--- config.mk ---
export PLATFORM = sky130hd
export DESIGN_NAME = cau_queue
export DESIGN_NICKNAME = d
export VERILOG_FILES = /design/src/cau_pkg.sv /design/src/cau_ram.sv /design/src/cau_queue.sv
export VERILOG_INCLUDE_DIRS = /design/src /design/src/src
export SDC_FILE = /design/constraint.sdc
export NUM_CORES = 1
export LEC_CHECK = 0
export CELL_PAD_IN_SITES_DETAIL_PLACEMENT = 0
export CELL_PAD_IN_SITES_GLOBAL_PLACEMENT = 1
export CORE_ASPECT_RATIO = 2
export CORE_MARGIN = 2
export CORE_UTILIZATION = 40
export CTS_CLUSTER_SIZE = 16
export DETAILED_ROUTE_END_ITERATION = 6
export DONT_BUFFER_PORTS = 1
export PLACE_DENSITY = 0.7
export SYNTH_ARGS = -nofsm -noshare
export SYNTH_HDL_FRONTEND = slang
export SYNTH_SLANG_ARGS = --single-unit
--- constraint.sdc ---
create_clock -name clk -period 22.6 [get_ports clk]
set_input_delay 2.26 -clock clk [delete_from_list [all_inputs] [get_ports clk]]
set_output_delay 2.26 -clock clk [all_outputs]
set_load 0.1 [all_outputs]
--- src/complex_arithmetic_unit_top_defines.svh ---
// Assertion macros shared by the complex arithmetic unit modules.
`ifndef COMPLEX_ARITHMETIC_UNIT_TOP_DEFINES_SVH
`define COMPLEX_ARITHMETIC_UNIT_TOP_DEFINES_SVH

// Implication checked on every clock edge outside reset.
`define CAU_ASSERT_IMP(label, ante, cons) \
    label: assert property (@(posedge clk) disable iff (!rst_n) (ante) |-> (cons)) \
        else $error("assertion failed");

// Next-cycle implication checked outside reset.
`define CAU_ASSERT_NEXT(label, ante, cons) \
    label: assert property (@(posedge clk) disable iff (!rst_n) (ante) |=> (cons)) \
        else $error("assertion failed");

`endif

--- src/cau_pkg.sv ---
// Package with widths, opcodes and the issued-item type of the complex arithmetic unit.
package cau_pkg;
    localparam int DataWidth = 32;
    localparam int FracBits  = 16;
    localparam int OpWidth   = 4;
    localparam int ProdWidth = 2 * DataWidth;
    // Widest intermediate: numerator of a complex divide shifted left.
    localparam int WideWidth = 2 * DataWidth + 2 + FracBits;
    localparam int QDepth    = 4;
    localparam int QPtrWidth = $clog2(QDepth);

    localparam logic [OpWidth-1:0] OP_CONJ      = 4'd0;
    localparam logic [OpWidth-1:0] OP_ADD       = 4'd1;
    localparam logic [OpWidth-1:0] OP_ADD3      = 4'd2;
    localparam logic [OpWidth-1:0] OP_SUB       = 4'd3;
    localparam logic [OpWidth-1:0] OP_MUL       = 4'd4;
    localparam logic [OpWidth-1:0] OP_DIV       = 4'd5;
    localparam logic [OpWidth-1:0] OP_SCALE     = 4'd6;
    localparam logic [OpWidth-1:0] OP_DIVREAL   = 4'd7;
    localparam logic [OpWidth-1:0] OP_ADDREAL   = 4'd8;
    localparam logic [OpWidth-1:0] OP_SUBREAL   = 4'd9;
    localparam logic [OpWidth-1:0] OP_REALMINUS = 4'd10;

    typedef logic signed [DataWidth-1:0] data_t;
    typedef logic signed [WideWidth-1:0] wide_t;

    // Classified item as it leaves the front end.
    typedef struct packed {
        logic  is_div;   // result comes from the divider
        logic  dz;       // divisor is zero
        logic  valid_op; // opcode defined
        data_t a_re;
        data_t a_im;
        wide_t re;       // exact pre-saturation value or divide numerator
        wide_t im;
        wide_t den;      // divisor, positive only by sign handling in back end
    } item_t;

    localparam int ItemWidth = $bits(item_t);
endpackage

--- src/cau_ram.sv ---
// Generic one-write, one-read RAM with registered read data.
module cau_ram #(
    parameter int Width = 8,
    parameter int Depth = 4
) (
    input  logic                     clk,
    input  logic                     we,
    input  logic [$clog2(Depth)-1:0] waddr,
    input  logic [Width-1:0]         wdata,
    input  logic                     re,
    input  logic [$clog2(Depth)-1:0] raddr,
    output logic [Width-1:0]         rdata
);
    logic [Width-1:0] mem [Depth];

    always_ff @(posedge clk)
    begin
        if (we)
        begin
            mem[waddr] <= wdata;
        end
        if (re)
        begin
            rdata <= mem[raddr];
        end
    end
endmodule

--- src/cau_queue.sv ---
// Short queue between front and back end, built on the generic RAM.
module cau_queue
    import cau_pkg::*;
(
    input  logic  clk,
    input  logic  rst_n,
    input  logic  in_valid,
    output logic  in_ready,
    input  item_t in_item,
    output logic  out_valid,
    input  logic  out_ready,
    output item_t out_item
);
    `include "complex_arithmetic_unit_top_defines.svh"

    logic [QPtrWidth-1:0] wptr_reg, rptr_reg;
    logic [QPtrWidth:0]   count_reg;
    logic                 rd_valid_reg;
    logic                 push, pop, fetch;
    logic [ItemWidth-1:0] rdata;

    // RAM output register acts as the head; fetch refills it and it holds otherwise.
    assign in_ready  = (count_reg != (QPtrWidth+1)'(QDepth));
    assign push      = in_valid && in_ready;
    assign pop       = rd_valid_reg && out_ready;
    assign fetch     = (count_reg != '0) && (!rd_valid_reg || pop);
    assign out_valid = rd_valid_reg;
    assign out_item  = item_t'(rdata);

    cau_ram #(.Width(ItemWidth), .Depth(QDepth)) u_ram (
        .clk  (clk),
        .we   (push),
        .waddr(wptr_reg),
        .wdata(ItemWidth'(in_item)),
        .re   (fetch),
        .raddr(rptr_reg),
        .rdata(rdata)
    );

    // count_reg counts entries still in the RAM array, not the head.
    always_ff @(posedge clk or negedge rst_n)
    begin
        if (!rst_n)
        begin
            wptr_reg     <= '0;
            rptr_reg     <= '0;
            count_reg    <= '0;
            rd_valid_reg <= 1'b0;
        end
        else
        begin
            if (push)
            begin
                wptr_reg <= wptr_reg + 1'b1;
            end
            if (fetch)
            begin
                rptr_reg <= rptr_reg + 1'b1;
            end
            count_reg <= count_reg + (QPtrWidth+1)'(push) - (QPtrWidth+1)'(fetch);
            if (fetch)
            begin
                rd_valid_reg <= 1'b1;
            end
            else if (pop)
            begin
                rd_valid_reg <= 1'b0;
            end
        end
    end

    `CAU_ASSERT_IMP(a_no_overfill, 1'b1, count_reg <= (QPtrWidth+1)'(QDepth))
    `CAU_ASSERT_IMP(a_full_blocks, count_reg == (QPtrWidth+1)'(QDepth), !in_ready)
    `CAU_ASSERT_NEXT(a_fetch_valid, fetch, rd_valid_reg)
endmodule

# [Yosys cells after proc, flatten, opt, wreduce, memory -nomap -nowiden]
# Memories as Yosys holds them, arrays and structs flattened. A register that Yosys moved wholly into a read port is not among the register bits.
# Cells that the tools add are included.
[totals] elab_cells=21 memories=1 output_inout_bits=315 mem_bits_rw=1252 ff_bits=8 input_bits=317
[op_classes] n_reduce_logical=7 add_sub_neg=4 n_mux=4 eq_ne=1
[mem_list] name="u_ram.mem" depth=4 word_bits=313 rd=1 rd_clocked_by_memory_dff=1 wr=1 line_no="cau_ram.sv:14" text="logic [Width-1:0] mem [Depth];"
[ops] cell="2-bit by 1-bit adder with 2-bit output, second input constant" n=2
[ops] cell="1-bit 2-to-1 mux" n=4
[ops] cell="3-bit by 1-bit adder with 3-bit output" n=1
[ops] cell="1-bit logical AND" n=3
[ops] cell="3-bit inequality test, second input constant" n=1
[ops] cell="3-bit nonzero test" n=1
[ops] cell="3-bit by 1-bit subtractor with 3-bit output" n=1
[ops] cell="2-bit nonzero test" n=1
[ops] cell="1-bit logical NOT" n=1
[ops] cell="1-bit logical OR" n=1

# [Depth between registers and ports, before layout]
[logic_depth] depth_word=4 mapped_depth=9 mapped_depth_nobuf=9

# [Modules after synthesis]
# A second synthesis with hierarchy kept.
[unflattened] cells_unflattened=1981 hier_area_um2=55329.3
[by_module_without_submodules] module="cau_ram" instances=1 area_each_um2=54954.0 seq_area_each_um2=46995.1 cells_per_inst=1952
[by_module_without_submodules] module="cau_queue" instances=1 area_each_um2=375.4 seq_area_each_um2=200.2 cells_per_inst=29

# [Worst setup path before layout]
# Ideal clock, no wire load.
[synth_timing] kind="input to register" from="input out_ready" to="register count_reg[1]" n_path_buf=0 slack_ps=2342 t_arrival_ps=20123 setup_ps=136 required_time_ps=22464 cell_stages=6 path_cell_list="inv_1 > a21oi_1 > ha_1 > inv_1 > ha_1 > fa_1"
[synth_between] elab_chain_len=4
[synth_lines] item="from (decl)" line_no="cau_queue.sv:11" text="input logic out_ready,"
[synth_lines] item="1-bit logical AND" line_no="cau_queue.sv:25" text="assign pop = rd_valid_reg && out_ready;"
[synth_lines] item="1-bit logical OR" line_no="cau_queue.sv:26" text="assign fetch = (count_reg != '0) && (!rd_valid_reg || pop);"
[synth_lines] item="1-bit logical AND" line_no="cau_queue.sv:26"
[synth_lines] item="via fetch" line_no="cau_queue.sv:19" text="logic push, pop, fetch;"
[synth_lines] item="3-bit by 1-bit subtractor with 3-bit output" line_no="cau_queue.sv:60" text="count_reg <= count_reg + (QPtrWidth+1)'(push) - (QPtrWidth+1)'(fetch);"
[synth_lines] item="to (signal assigned)" line_no="cau_queue.sv:60"
[synth_lines] item="to (decl)" line_no="cau_queue.sv:17" text="logic [QPtrWidth:0] count_reg;"
# The timed path passes the listed nets, and every way through them passes these cells.
# A chain may end at the register's enable or synchronous reset.

# [Worst setup path after layout]
[layout_timing] from="input out_ready" to="register u_ram.rdata[269] (read register of u_ram.mem) (enable)"
[layout_between] elab_chain_len=3
[layout_lines] item="1-bit logical AND" line_no="cau_queue.sv:25"
[layout_lines] item="1-bit logical OR" line_no="cau_queue.sv:26"
[layout_lines] item="1-bit logical AND" line_no="cau_queue.sv:26"
[layout_lines] item="via fetch" line_no="cau_queue.sv:19"
[layout_lines] item="to (decl)" line_no="cau_ram.sv:12" text="output logic [Width-1:0] rdata"
# The timed path passes the listed nets, and every way through them passes these cells.

==> results.md <==
- Core box area: 0.137 mm²
- Maximum capacitance violations: 0
- Flip-flop and latch count after synthesis: 1573
- Number of top-level pins: around 630
- Setup violators final: 0
- Max Clk Rate: around 210 MHz
- Number of placement rows: 192
- Main area contributors after synthesis: sky130_fd_sc_hd__edfxtp_1, sky130_fd_sc_hd__mux4_2, sky130_fd_sc_hd__buf_6, sky130_fd_sc_hd__dfrtp_1, sky130_fd_sc_hd__buf_2
- Result of the run: finished clean
- Worst path arrival time: approximately 5 ns
- Final min period: 4.67 ns
- Most used DFF post-synth: sky130_fd_sc_hd__edfxtp_1
- DR vias: 20738
- Total routing resource utilization after global routing: 15.4%
- Number of failing hold endpoints at the final stage: 0
- Global-route wire length before repair: 157000 µm
- Starting utilization of the core area: 40.3%
- Critical path class: primary input to register
- Net count after synthesis: 2311
- Count of distinct cell types in the synthesized netlist: 20
- Number of pins exceeding their max-slew limit in the final report: 0
- Clock slew at the register clock pins of the worst setup and hold paths: 0.06 ns
- Cell type contributing the most total cell area after synthesis: sky130_fd_sc_hd__edfxtp_1
- Horizontal extent of the die: 266 µm
- CP startpoint kind: primary input
- Average wire per standard cell: 27.7 µm
- Post-route clock period utilization: 20.7%
- Post-synthesis sequential area ratio: 85.8%
- Largest register FFs: 1252
- Area share of the largest cell type after synthesis: ~85%
- Startpoint of the most critical setup path: out_ready
- Reg-to-reg startpoint: rptr_reg[0]$_DFFE_PN0P_
- Bufs on Longest Clock Path: 4
- Leading cell types in the layout, fill and taps excluded: sky130_fd_sc_hd__edfxtp_1, sky130_fd_sc_hd__mux4_2, sky130_fd_sc_hd__clkbuf_16, sky130_fd_sc_hd__clkinv_2, sky130_fd_sc_hd__clkinv_1
- Total negative setup slack: 0 ns
- TritonCTS clock tree: done
- Count of port buffers added during placement: 0
- Min-delay worst type: register to register
- Setup repair after global routing missed its margin: false
- Post-DP HPWL: approximately 67000 µm
- Maximum number of pins on one net before global-route repair: 142
- Hold slack final: 0.573 ns
- Die span in y: 529 µm
- Kind of end point of the critical path: register
- DRC violations left: 0
- CTS Buf Count: 146
- Worst hold path startpoint: count_reg[0]$_DFF_PN0_
- Post-DRT Antenna Nets: 0
- CTS H-tree lvls: 4
- Number of global-route vias before repair: 22768
- Critical path required time: roughly 23 ns
- Mapped Area: 0.0550 mm²
- Post-CTS sizing: 0
- Post-layout util: 45.0%
- EDFF count, synth: 1565
- Die ar.: 0.141 mm²
- Post-DR vias/cell: 5.25
- Leading cell type in the layout, fill and taps excluded: sky130_fd_sc_hd__edfxtp_1
- Length of the first detailed-routing pass in iterations: 5
- CTS Hold Bufs: 0
- Worst slew slack as a fraction of its limit: 21.5%
- Slew at the pin with the worst max-slew slack: 1.18 ns
- Number of buffers inserted by post-CTS setup repair: 0
- Antenna violations before repair: 4
- Fraction of final layout cells with drive strength greater than 1: approximately a quarter
- Largest fanout on the critical path: 138
- Clock tree skew after final layout: a little over 0.04 ns
- Wirelength, routed: 109000 µm
- Number of clock sinks: between 1500 and 2000
- Initial detailed-routing violation count: 1595
- Synth Area per Inst: 27.7 µm²
- Number of instances in the synthesized netlist: approximately 2000
- GPL Wtd Cong: 0.727
- Clock latency on the worst-skew pair: 0.77 ns
- Net total in the final layout: roughly 2400
- Proportion of register bits with asynchronous set or reset after synthesis: 0.509%
- Synthesis warning total: 0
- Residual overflow from global routing: 0
- Layout-stage area growth over the synthesis result: 11.9%
- Buffer cell driving the clock tree root: sky130_fd_sc_hd__clkbuf_16
[stage by stage]
step	area, µm²	setup WS [ns]	cells
final	61600	17.93	3951
after global routing	61500	17.62	3941
after detailed placement	57000	17.07	3689
after global placement	57000	17.12	3689
after floorplan	55000	2.34	1987
after CTS	61500	17.90	3940
[worst max-delay path, cell delays in order]
cell	delay, ns
sky130_fd_sc_hd__inv_1	0.05
sky130_fd_sc_hd__a21oi_4	0.16
sky130_fd_sc_hd__buf_4	0.69
sky130_fd_sc_hd__buf_12	0.65
sky130_fd_sc_hd__buf_4	0.85
[cells in the mapped netlist, drive strengths merged, types with 2 or more instances]
library cell	count
xor2	2
mux4	313
inv	7
and3	4
clkbuf	7
edfxtp	1565
dfrtp	8
ha	6
xnor2	3
buf	63
[final cells by class]
class / instances / area, µm²
tap: 1746 / 2180
clock inverter: 81 / 761
inverter: 7 / 26.3
fill: 11064 / 75100
antenna: 11 / 27.5
clock buffer: 170 / 3800
timing repair buffer: 26 / 258
multi-input combinational: 337 / 7310
sequential: 1573 / 47200
[kinds of logic after synthesis]
family / share of synthesized area [%]
multiplexers: 12.8
adder cells (fa/ha/maj): 0.173
buffers and inverters: 0.998
XOR/XNOR: 0.0796
AO/OA/AOI/OAI: 0.00909
AND/OR/NAND/NOR: 0.125
flip-flops: 85.8
[path summary, 6_finish.rpt]
check,depth (start not counted),slack (ns),endpoint
max in group asynchronous,0,21.30,rptr_reg[1]$_DFFE_PN0P_
setup reg to reg,4,18.09,u_ram.rdata[241]$_DFFE_PP_
hold / removal,1,0.57,count_reg[0]$_DFF_PN0_
setup / recovery,5,17.93,u_ram.rdata[269]$_DFFE_PP_
min in group asynchronous,0,1.20,wptr_reg[0]$_DFFE_PN0P_
hold reg to reg,1,0.57,count_reg[0]$_DFF_PN0_
[routing by layer]
| layer | wire, µm | vias up | share of wire [%] | global-route usage, % |
|---|---|---|---|---|
| met2 | 53500 | 788 | 49 | 25.2 |
| met3 | 16300 | 186 | 15 | 9.69 |
| met5 | 41 | - | 0.037 | 0 |
| met4 | 3250 | 6 | 3.0 | 5.20 |
| met1 | 36300 | 10986 | 33 | 16.0 |
| li1 | - | 8772 | - | - |
Power is not shown: default switching activity piles up to over one toggle a cycle in this logic, so the estimate is an artifact.
